==> src/pscp_pkg.sv <==
package pscp_pkg;

  // Number of row or column labels of the square.
  localparam int NUM_LABELS = 5;

  // Configuration register indexes.
  localparam logic [2:0] REG_MODE    = 3'd0;
  localparam logic [2:0] REG_LABEL_0 = 3'd1;
  localparam logic [2:0] REG_LABEL_4 = 3'd5;

  // Mode codes.
  localparam logic MODE_ENCRYPT = 1'b0;
  localparam logic MODE_DECRYPT = 1'b1;

  // Character constants.
  localparam logic [7:0] CHAR_LOWER_A = 8'h61;
  localparam logic [7:0] CHAR_LOWER_Z = 8'h7A;
  localparam logic [7:0] CHAR_UPPER_A = 8'h41;
  localparam logic [7:0] CHAR_UPPER_Z = 8'h5A;
  localparam logic [7:0] CHAR_UPPER_I = 8'h49;
  localparam logic [7:0] CHAR_UPPER_J = 8'h4A;
  localparam logic [7:0] CHAR_ZERO    = 8'h30;
  localparam logic [7:0] CHAR_NINE    = 8'h39;
  localparam logic [7:0] CHAR_SPACE   = 8'h20;
  localparam logic [7:0] CASE_OFFSET  = 8'h20;

  // Upper nibble of an ASCII digit; a label is appended as the low nibble.
  localparam logic [3:0] DIGIT_NIBBLE = 4'h3;

  // Square position of one letter.
  typedef struct packed {
    logic [2:0] row;
    logic [2:0] col;
  } pos_t;

  // One unit of work for the output side: one or two bytes.
  typedef struct packed {
    logic [7:0] byte0;
    logic [7:0] byte1;
    logic       two;
  } job_t;

  // Square position of an upper-case letter given as its offset from 'A'.
  // J never arrives here, it has been folded onto I already.
  function automatic pos_t letter_pos(input logic [4:0] ofs);
    pos_t p;
    logic [4:0] lin;
    lin = (ofs > 5'd9) ? ofs - 5'd1 : ofs;
    case (lin)
      5'd0:    p = '{row: 3'd0, col: 3'd0};
      5'd1:    p = '{row: 3'd0, col: 3'd1};
      5'd2:    p = '{row: 3'd0, col: 3'd2};
      5'd3:    p = '{row: 3'd0, col: 3'd3};
      5'd4:    p = '{row: 3'd0, col: 3'd4};
      5'd5:    p = '{row: 3'd1, col: 3'd0};
      5'd6:    p = '{row: 3'd1, col: 3'd1};
      5'd7:    p = '{row: 3'd1, col: 3'd2};
      5'd8:    p = '{row: 3'd1, col: 3'd3};
      5'd9:    p = '{row: 3'd1, col: 3'd4};
      5'd10:   p = '{row: 3'd2, col: 3'd0};
      5'd11:   p = '{row: 3'd2, col: 3'd1};
      5'd12:   p = '{row: 3'd2, col: 3'd2};
      5'd13:   p = '{row: 3'd2, col: 3'd3};
      5'd14:   p = '{row: 3'd2, col: 3'd4};
      5'd15:   p = '{row: 3'd3, col: 3'd0};
      5'd16:   p = '{row: 3'd3, col: 3'd1};
      5'd17:   p = '{row: 3'd3, col: 3'd2};
      5'd18:   p = '{row: 3'd3, col: 3'd3};
      5'd19:   p = '{row: 3'd3, col: 3'd4};
      5'd20:   p = '{row: 3'd4, col: 3'd0};
      5'd21:   p = '{row: 3'd4, col: 3'd1};
      5'd22:   p = '{row: 3'd4, col: 3'd2};
      5'd23:   p = '{row: 3'd4, col: 3'd3};
      5'd24:   p = '{row: 3'd4, col: 3'd4};
      default: p = '{row: 3'd0, col: 3'd0};
    endcase
    return p;
  endfunction

  // Letter at a square position.
  function automatic logic [7:0] square_letter(input logic [2:0] row, input logic [2:0] col);
    logic [4:0] lin;
    lin = 5'(row) * 5'd5 + 5'(col);
    // Letters past I skip J.
    return (lin > 5'd8) ? CHAR_UPPER_A + 8'(lin) + 8'd1 : CHAR_UPPER_A + 8'(lin);
  endfunction

endpackage

==> src/pscp_front.sv <==
module pscp_front (
  input  logic              clk,
  input  logic              rst,
  input  logic              cfg_we,
  input  logic [2:0]        cfg_index,
  input  logic [3:0]        cfg_data,
  input  logic              in_valid,
  input  logic [7:0]        in_byte,
  input  logic              message_end,
  input  logic              q_full,
  output logic              in_stall,
  output logic              push,
  output pscp_pkg::job_t    push_job
);
  import pscp_pkg::*;

  logic       mode;
  logic [3:0] key_label [NUM_LABELS];
  logic       row_pending;
  logic       row_pending_next;
  logic [3:0] held_row_digit;
  logic [3:0] held_row_digit_next;

  logic       accept;
  logic       has_result;
  job_t       job;

  logic [7:0] up_byte;
  logic       is_letter;
  logic       is_digit;
  pos_t       pos;
  logic       r_hit;
  logic [2:0] r_idx;
  logic       c_hit;
  logic [2:0] c_idx;

  assign in_stall = q_full;
  assign accept   = in_valid && !q_full;

  // Configuration registers; unused indexes are ignored.
  always_ff @(posedge clk) begin
    if (rst) begin
      mode <= MODE_ENCRYPT;
      for (int i = 0; i < NUM_LABELS; i++) begin
        key_label[i] <= 4'(i + 1);
      end
    end else if (cfg_we) begin
      if (cfg_index == REG_MODE) begin
        mode <= cfg_data[0];
      end else if (cfg_index <= REG_LABEL_4) begin
        key_label[3'(cfg_index - REG_LABEL_0)] <= cfg_data;
      end
    end
  end

  // Encrypt side: fold case and J, then find the square position.
  always_comb begin
    up_byte = in_byte;
    if (in_byte >= CHAR_LOWER_A && in_byte <= CHAR_LOWER_Z) begin
      up_byte = in_byte - CASE_OFFSET;
    end
    if (up_byte == CHAR_UPPER_J) begin
      up_byte = CHAR_UPPER_I;
    end
    is_letter = (up_byte >= CHAR_UPPER_A) && (up_byte <= CHAR_UPPER_Z);
    pos       = letter_pos(5'(up_byte - CHAR_UPPER_A));
  end

  assign is_digit = (in_byte >= CHAR_ZERO) && (in_byte <= CHAR_NINE);

  // Decrypt side: first label that matches the held row and the column byte.
  always_comb begin
    r_hit = 1'b0;
    r_idx = 3'd0;
    c_hit = 1'b0;
    c_idx = 3'd0;
    for (int i = NUM_LABELS - 1; i >= 0; i--) begin
      if (key_label[i] == held_row_digit) begin
        r_hit = 1'b1;
        r_idx = 3'(i);
      end
      if (in_byte == {DIGIT_NIBBLE, key_label[i]}) begin
        c_hit = 1'b1;
        c_idx = 3'(i);
      end
    end
  end

  // Classify the request and build its job.
  always_comb begin
    has_result          = 1'b0;
    job.byte0           = CHAR_SPACE;
    job.byte1           = CHAR_SPACE;
    job.two             = 1'b0;
    row_pending_next    = row_pending;
    held_row_digit_next = held_row_digit;
    if (mode == MODE_ENCRYPT) begin
      row_pending_next = 1'b0;
      has_result       = 1'b1;
      if (is_letter) begin
        job.byte0 = {DIGIT_NIBBLE, key_label[pos.row]};
        job.byte1 = {DIGIT_NIBBLE, key_label[pos.col]};
        job.two   = 1'b1;
      end
    end else if (row_pending) begin
      row_pending_next = 1'b0;
      if (r_hit && c_hit) begin
        has_result = 1'b1;
        job.byte0  = square_letter(r_idx, c_idx);
      end
    end else if (is_digit) begin
      row_pending_next    = 1'b1;
      held_row_digit_next = in_byte[3:0];
    end else begin
      has_result = 1'b1;
    end
    if (message_end) begin
      row_pending_next = 1'b0;
    end
  end

  assign push     = accept && has_result;
  assign push_job = job;

  // Held row state advances on each accepted request.
  always_ff @(posedge clk) begin
    if (rst) begin
      row_pending    <= 1'b0;
      held_row_digit <= 4'd0;
    end else if (accept) begin
      row_pending    <= row_pending_next;
      held_row_digit <= held_row_digit_next;
    end
  end

endmodule

==> src/pscp_queue.sv <==
module pscp_queue #(
  parameter int DEPTH = 4
) (
  input  logic           clk,
  input  logic           rst,
  input  logic           push,
  input  pscp_pkg::job_t push_job,
  input  logic           pop,
  output logic           full,
  output logic           not_empty,
  output pscp_pkg::job_t head
);
  import pscp_pkg::*;

  localparam int PTR_W = $clog2(DEPTH);
  localparam int CNT_W = $clog2(DEPTH + 1);

  job_t             entries [DEPTH];
  logic [PTR_W-1:0] wr_ptr;
  logic [PTR_W-1:0] rd_ptr;
  logic [CNT_W-1:0] count;

  assign full      = (count == CNT_W'(DEPTH));
  assign not_empty = (count != '0);
  assign head      = entries[rd_ptr];

  // Entry storage.
  always_ff @(posedge clk) begin
    if (push) begin
      entries[wr_ptr] <= push_job;
    end
  end

  // Pointers and fill count.
  always_ff @(posedge clk) begin
    if (rst) begin
      wr_ptr <= '0;
      rd_ptr <= '0;
      count  <= '0;
    end else begin
      if (push) begin
        wr_ptr <= (wr_ptr == PTR_W'(DEPTH - 1)) ? '0 : wr_ptr + 1'b1;
      end
      if (pop) begin
        rd_ptr <= (rd_ptr == PTR_W'(DEPTH - 1)) ? '0 : rd_ptr + 1'b1;
      end
      if (push && !pop) begin
        count <= count + 1'b1;
      end else if (pop && !push) begin
        count <= count - 1'b1;
      end
    end
  end

endmodule

==> src/pscp_back.sv <==
module pscp_back (
  input  logic           clk,
  input  logic           rst,
  input  logic           q_not_empty,
  input  pscp_pkg::job_t q_head,
  output logic           pop,
  output logic           out_valid,
  input  logic           out_stall,
  output logic [7:0]     out_byte,
  output logic           run_last
);
  import pscp_pkg::*;

  logic       second_pend;
  logic [7:0] byte1_hold;
  logic       load;

  // The output register can take a new byte when empty or being drained.
  assign load = !out_valid || !out_stall;
  assign pop  = load && !second_pend && q_not_empty;

  // Control: output valid and the pending second byte of a pair.
  always_ff @(posedge clk) begin
    if (rst) begin
      out_valid   <= 1'b0;
      second_pend <= 1'b0;
    end else if (load) begin
      if (second_pend) begin
        out_valid   <= 1'b1;
        second_pend <= 1'b0;
      end else begin
        out_valid   <= q_not_empty;
        second_pend <= q_not_empty && q_head.two;
      end
    end
  end

  // Payload: first byte from the queue, second byte from the hold register.
  always_ff @(posedge clk) begin
    if (load) begin
      if (second_pend) begin
        out_byte <= byte1_hold;
        run_last <= 1'b1;
      end else if (q_not_empty) begin
        out_byte   <= q_head.byte0;
        run_last   <= !q_head.two;
        byte1_hold <= q_head.byte1;
      end
    end
  end

endmodule

==> src/polybius_square_cipher.sv <==
// An accepted request's job is written into the queue, then loaded into the output register.
// Throughput: one result byte per cycle while out_stall is low; the two bytes of an
// encrypted letter leave the single output register in turn. A queue of QUEUE_DEPTH jobs
// lets requests keep coming while results wait.
// Reset (rst, synchronous, active high) empties the queue and output, clears the held
// row and loads mode encrypt and labels 1 to 5.
module polybius_square_cipher #(
  parameter int QUEUE_DEPTH = 4
) (
  input  logic       clk,
  input  logic       rst,
  input  logic       cfg_we,
  input  logic [2:0] cfg_index,
  input  logic [3:0] cfg_data,
  input  logic       in_valid,
  output logic       in_stall,
  input  logic [7:0] in_byte,
  input  logic       message_end,
  output logic       out_valid,
  input  logic       out_stall,
  output logic [7:0] out_byte,
  output logic       run_last
);
  import pscp_pkg::*;

  logic q_full;
  logic q_not_empty;
  logic push;
  logic pop;
  job_t push_job;
  job_t q_head;

  // Front: configuration, held row and request classification.
  pscp_front u_front (
    .clk         (clk),
    .rst         (rst),
    .cfg_we      (cfg_we),
    .cfg_index   (cfg_index),
    .cfg_data    (cfg_data),
    .in_valid    (in_valid),
    .in_byte     (in_byte),
    .message_end (message_end),
    .q_full      (q_full),
    .in_stall    (in_stall),
    .push        (push),
    .push_job    (push_job)
  );

  // Job queue between front and back.
  pscp_queue #(
    .DEPTH (QUEUE_DEPTH)
  ) u_queue (
    .clk       (clk),
    .rst       (rst),
    .push      (push),
    .push_job  (push_job),
    .pop       (pop),
    .full      (q_full),
    .not_empty (q_not_empty),
    .head      (q_head)
  );

  // Back: serializes each job onto the output channel.
  pscp_back u_back (
    .clk         (clk),
    .rst         (rst),
    .q_not_empty (q_not_empty),
    .q_head      (q_head),
    .pop         (pop),
    .out_valid   (out_valid),
    .out_stall   (out_stall),
    .out_byte    (out_byte),
    .run_last    (run_last)
  );

endmodule

==> config.mk <==
export PLATFORM = sky130hd
export DESIGN_NAME = polybius_square_cipher
export DESIGN_NICKNAME = d
export VERILOG_FILES = /design/src/pscp_pkg.sv /design/src/pscp_front.sv /design/src/pscp_queue.sv /design/src/pscp_back.sv /design/src/polybius_square_cipher.sv
export SDC_FILE = /design/constraint.sdc
export NUM_CORES = 1
export LEC_CHECK = 0
export ABC_AREA = 1
export BUFFER_PORTS_ARGS = -buffer_cell sky130_fd_sc_hd__buf_4
export CORE_ASPECT_RATIO = 1.4
export CORE_MARGIN = 2
export CORE_UTILIZATION = 25
export DETAILED_ROUTE_END_ITERATION = 6
export HOLD_SLACK_MARGIN = 0.15
export PLACE_DENSITY = 0.37
export RECOVER_POWER = 25
export SLEW_MARGIN = 20
export SYNTH_ARGS = -nofsm -noshare
export SYNTH_HDL_FRONTEND = slang
export SYNTH_SLANG_ARGS = --single-unit
==> constraint.sdc <==
create_clock -name clk -period 6.2 [get_ports clk]
set_input_delay 0.93 -clock clk [delete_from_list [all_inputs] [get_ports clk]]
set_output_delay 0.93 -clock clk [all_outputs]
set_load 0.02 [all_outputs]
# Word level (Yosys, flattened, before mapping)
# Memories as Yosys holds them, arrays and structs flattened. A register that Yosys moved wholly into a read port is not among the register bits.
# Index checks and enable logic that the tools add are counted.
# totals
regBits,32
ram_bits,88
rom_bits,192
input_bits,21
elab_cells,139
n_memories,3
# mem_list
memory,depth,width,rd,rd_clocked_by_memory_dff,wr,line_no,rtl
(no name shown),32,6,1,0,0,pscp_pkg.sv:49,case (lin)
u_queue.entries,4,17,1,1,1,pscp_queue.sv:18,job_t entries [DEPTH];
u_front.key_label,5,4,7,0,5,pscp_front.sv:18,logic [3:0] key_label [NUM_LABELS];
# classes
addsub,11
n_mul,1
n_lt_le_gt_ge,9
n_eq_ne,14
mux,60
n_bitwise,2
n_reduce_logical,28
# op_table
op,n
2-to-1 mux 8 bit,8
== test 8 x 6 -> 1 bit,5
2-to-1 mux 3 bit,13
2-to-1 mux 1 bit,31
== test 4 bit,5
"greater-or-equal comparator 8 x 7 -> 1 bit, second input constant",2
"<= comparator 8 x 7 -> 1 bit, second input constant",2
2-to-1 mux 14 bit,1
logical AND 1 bit,11
"greater-than comparator 5 x 4 -> 1 bit, second input constant",2
"subtractor 5 x 1 -> 5 bit, second input constant",2
2-to-1 mux 9 bit,1
"adder 7 x 5 -> 8 bit, first input constant",1
"adder 8 x 1 -> 8 bit, second input constant",1
"== test 8 x 7 -> 1 bit, second input constant",1
"greater-or-equal comparator 8 x 6 -> 1 bit, second input constant",1
"<= comparator 8 x 6 -> 1 bit, second input constant",1
2-to-1 mux 2 bit,4
"subtractor 8 x 6 -> 8 bit, second input constant",1
logical NOT 1 bit,7
"subtractor 3 x 1 -> 3 bit, second input constant",2
adder 5 x 3 -> 5 bit,1
"multiplier 3 x 3 -> 5 bit, second input constant",1
2-to-1 mux 5 bit,1
other kinds (15),20

# Depth between registers and ports, before layout
# An unclocked memory read counts as a cell.
# logic_depth
ltp_word,16
depth_mapped,33
depth_no_buf,32

# Cells and area by module
# A second synthesis with hierarchy kept.
# hier_totals
cells_unflattened,906
hier_area_um2,8023.9
# modules_own_cells
module,instances,cells_per_inst,area_each_um2
pscp_front,1,623,4247.8
pscp_queue,1,224,3041.7
pscp_back,1,59,734.5

# Worst setup path after synthesis
# OpenSTA, ideal clock, no wires.
# synth_path
path_kind,input-to-reg
from,in in_byte[1]
to,mem u_queue.entries[0][10] (netlist name) (data pin)
setup_time_ns,0.268
t_arrival_ns,4.277
setup_slack_ns,1.654
stages,30
path_buffers,1
cell_sequence,buf_4 > nand2_1 > nor2_1 > nand2_1 > nand2_1 > nand2_2 > a21oi_2 > nand3_2 > nand2_4 > inv_1 > ha_1 > xnor2_1 > inv_1 > nor2_1 > a21oi_1 > nand3_4 > nand3_1 > nand2_1 > inv_1 > ha_1 > o21ai_1 > nand2_1 > nand2_4 > nand2_4 > nand2_1 > nand3_1 > nand2_1 > nand2_1 > nand3_1 > nand2_1
# synth_lines
item,line_no,rtl
"start, declared",polybius_square_cipher.sv:17,"input logic [7:0] in_byte,"
"end, declared",pscp_queue.sv:18,

==> flow_summary.toml <==
[place]
portBuffers = 31
routabilityCongestion = 0.8205
dp.final_hpwl_um = 15630
dpl_worst_slack_ns = 0.7752

[clocking]
clock-sinks = 115
cts_tree = "yes"
clk-insertion-delay-late_ns = 0.42
post_cts_buffers = 0
ctsRootBufferMaster = "clkbuf_16"
cts_made_buffers = 17
clkTransAtPathRegs_ns = 0.05
hold_buffers = 0
h-tree-depth = 4
clockBufferDepth = 2
post_cts_resized = 0

[power_and_ir_drop]
power.density_nw_per_um2 = 341.4
total_power_mw = 2.881
p_leak_nw = 3.537
ir_drop_mv = 0.1151

[grt]
grt_pass1_wl_um = 32020
grt_pass1_vias = 5750
grt_util_met1_pct = 14.61
grt_overflow = 0
grt_max_degree = 28
met2_usage_pct = 27.43
antenna_found_initial = 0
use_met3_pct = 2.616
grt_usage_pct = 13.99
top_usage_layer = "met2"

[critical_path]
cp-end-kind = "register"
slowest_delay_ns = 0.34
worst-setup-path-type = "input pin to register"
crit_path_start_kind = "input pin"
critPathRequiredTime_ns = 6.33
cpMostUsedCell = "nand2_1"
cp_num_buf_inv = 4
worstPathArrival_ns = 5.14
critPathMaxFanout = 9
slowest_stage = "xnor2_1"
critPathTopFamily = "simple AND/OR/NAND/NOR gates"

[synthesis]
syn_avg_cell_area_sq_um = 8.331
ys_top_cells_by_area = "edfxtp_1 41%, nand2_1 9.0%, nand3_1 6.4%"
ys_ff_latch = 115
synth-async-reset-ratio_pct = 0
ys_types = 45
yosys_warnings = 0
netlist_instances = 872
synthFlopType = "edfxtp_1"
yosysSeqAreaShare_pct = 45.19
synth_top_area_share_pct = 40.51
synth_largest_area_cell = "edfxtp_1"
synth-edff-count = 98
syn-cell-area_sq_um = 7264

[min_path]
hold_class = "register to register"

[timing]
min_period_ns = 5.016
layout_setup_ws_ns = 1.184
finalHoldViolCount = 0
maxSlewViolCount = 0
setup_viol = 0
tightest_slew_ns = 1.342
period_share_pct = 80.90
skew_ns = 0.006045
slew_headroom_pct = 10.55
fmax_mhz = 199.4
rsz0062_at_grt = "false"
tns_ns = 0

[floorplanning]
fp.coreArea_sq_um = 28500
dieArea_sq_um = 30460
std_cell_rows = 73
initial_utilization_pct = 25.49
die_h_um = 205.7
die_x_um = 148.1
io_pins = 32

[cells_and_area]
final_cell_mix = "174 x nand2_1, 114 x nor2_1, 114 x inv_1, 98 x edfxtp_1, 93 x nand3_1"
fill_cells = 3125
fin_nets = 966
antenna_cells = 0
area_growth_pct = 16.19
final_common_cell = "nand2_1"
drive_gt1_share_pct = 10.31

[run_status]
outcome = "finished clean"

[detailed_routing]
drt_iter0_drc = 275
dr.pass1.iters = 4
via_per_inst = 4.436
drc = 0
routed_wl_um = 20550
wl_per_cell_um = 15.86
drtAntennaViolNets = 0
vias = 5749

[run]
cap_violations = 0
[sequential cells by signal, summed over array words and instances (netlist names), named ones only]
| signal | cells |
|---|---|
| u_back.run_last | 1 |
| u_queue.entries | 52 |
| u_back.out_valid | 1 |
| u_queue.count | 3 |
| u_back.out_byte | 8 |
| u_front.key_label | 32 |
| u_front.held_row_digit | 4 |
| u_front.row_pending | 1 |
| u_queue.wr_ptr | 2 |
| u_front.mode | 1 |
| u_queue.rd_ptr | 2 |
| u_back.second_pend | 1 |
| u_back.byte1_hold | 5 |
[final timing paths]
kind                           start                endpoint  slack, ns  cells after the start
min reg2reg         u_queue.count[0]        u_queue.count[0]       0.50                      1
max                       in_byte[5]  u_queue.entries[0][12]       1.18                     30
max reg2reg  u_front.key_label[0][1]  u_queue.entries[0][12]       2.01                     24
min                 u_queue.count[0]        u_queue.count[0]       0.50                      1
[metrics by stage]
step / hold WS [ns] / area [sq um] / cells / utilization [%]
after floorplan: 0.4620 / 7276 / 875 / -
after global placement: 0.4870 / 7885 / 1264 / 27.67
after detailed placement: 0.4864 / 7885 / 1264 / 27.67
after CTS: 0.5072 / 8501 / 1296 / 29.83
after global routing: 0.5355 / 8441 / 1296 / 29.62
final: 0.4993 / 8441 / 1296 / 29.62
[area by class of cell]
cell class / instances / area (sq um) / share of cell area (%)
Multi-Input combinational cell: 621 / 3423 / 40.56
Sequential cell: 115 / 3283 / 38.90
Tap cell: 375 / 469.2 / 5.559
Inverter: 119 / 454.2 / 5.381
Clock buffer: 19 / 432.9 / 5.129
Timing Repair Buffer: 34 / 195.2 / 2.312
Clock inverter: 13 / 182.7 / 2.164
[per-layer routing]
metal	vias to the layer above	wire (um)
met4	0	419
met2	86	11390
met3	26	519
met5	-	0
li1	2950	-
met1	2687	8220
[report_power, final]
part,total (mW),switching [mW],internal [mW]
combinational,0.770,0.547,0.224
sequential,1.08,0.0680,1.01
clock,1.03,0.364,0.671
total,2.88,0.978,1.90
[cells by family after synthesis]
| kind of cell | count (synthesis) | share of synthesized area (%) |
|---|---|---|
| xor+xnor | 34 | 4.099 |
| simple gates | 442 | 27.95 |
| other cells | 1 | 0.05162 |
| compound gates | 104 | 8.147 |
| fa+ha+maj | 37 | 6.579 |
| buf+inv | 139 | 7.975 |
| flops | 115 | 45.19 |
[Yosys cell counts, types with 11 or more instances]
master / number
xnor2_1: 23
nand2_1: 174
xor2_1: 11
nor2_1: 118
ha_1: 35
o21ai_0: 45
nand3_1: 93
edfxtp_1: 98
inv_1: 114
clkbuf_1: 13
dfxtp_1: 17
nand2_2: 11
a21oi_1: 26
(Power assumes the default switching activity.)
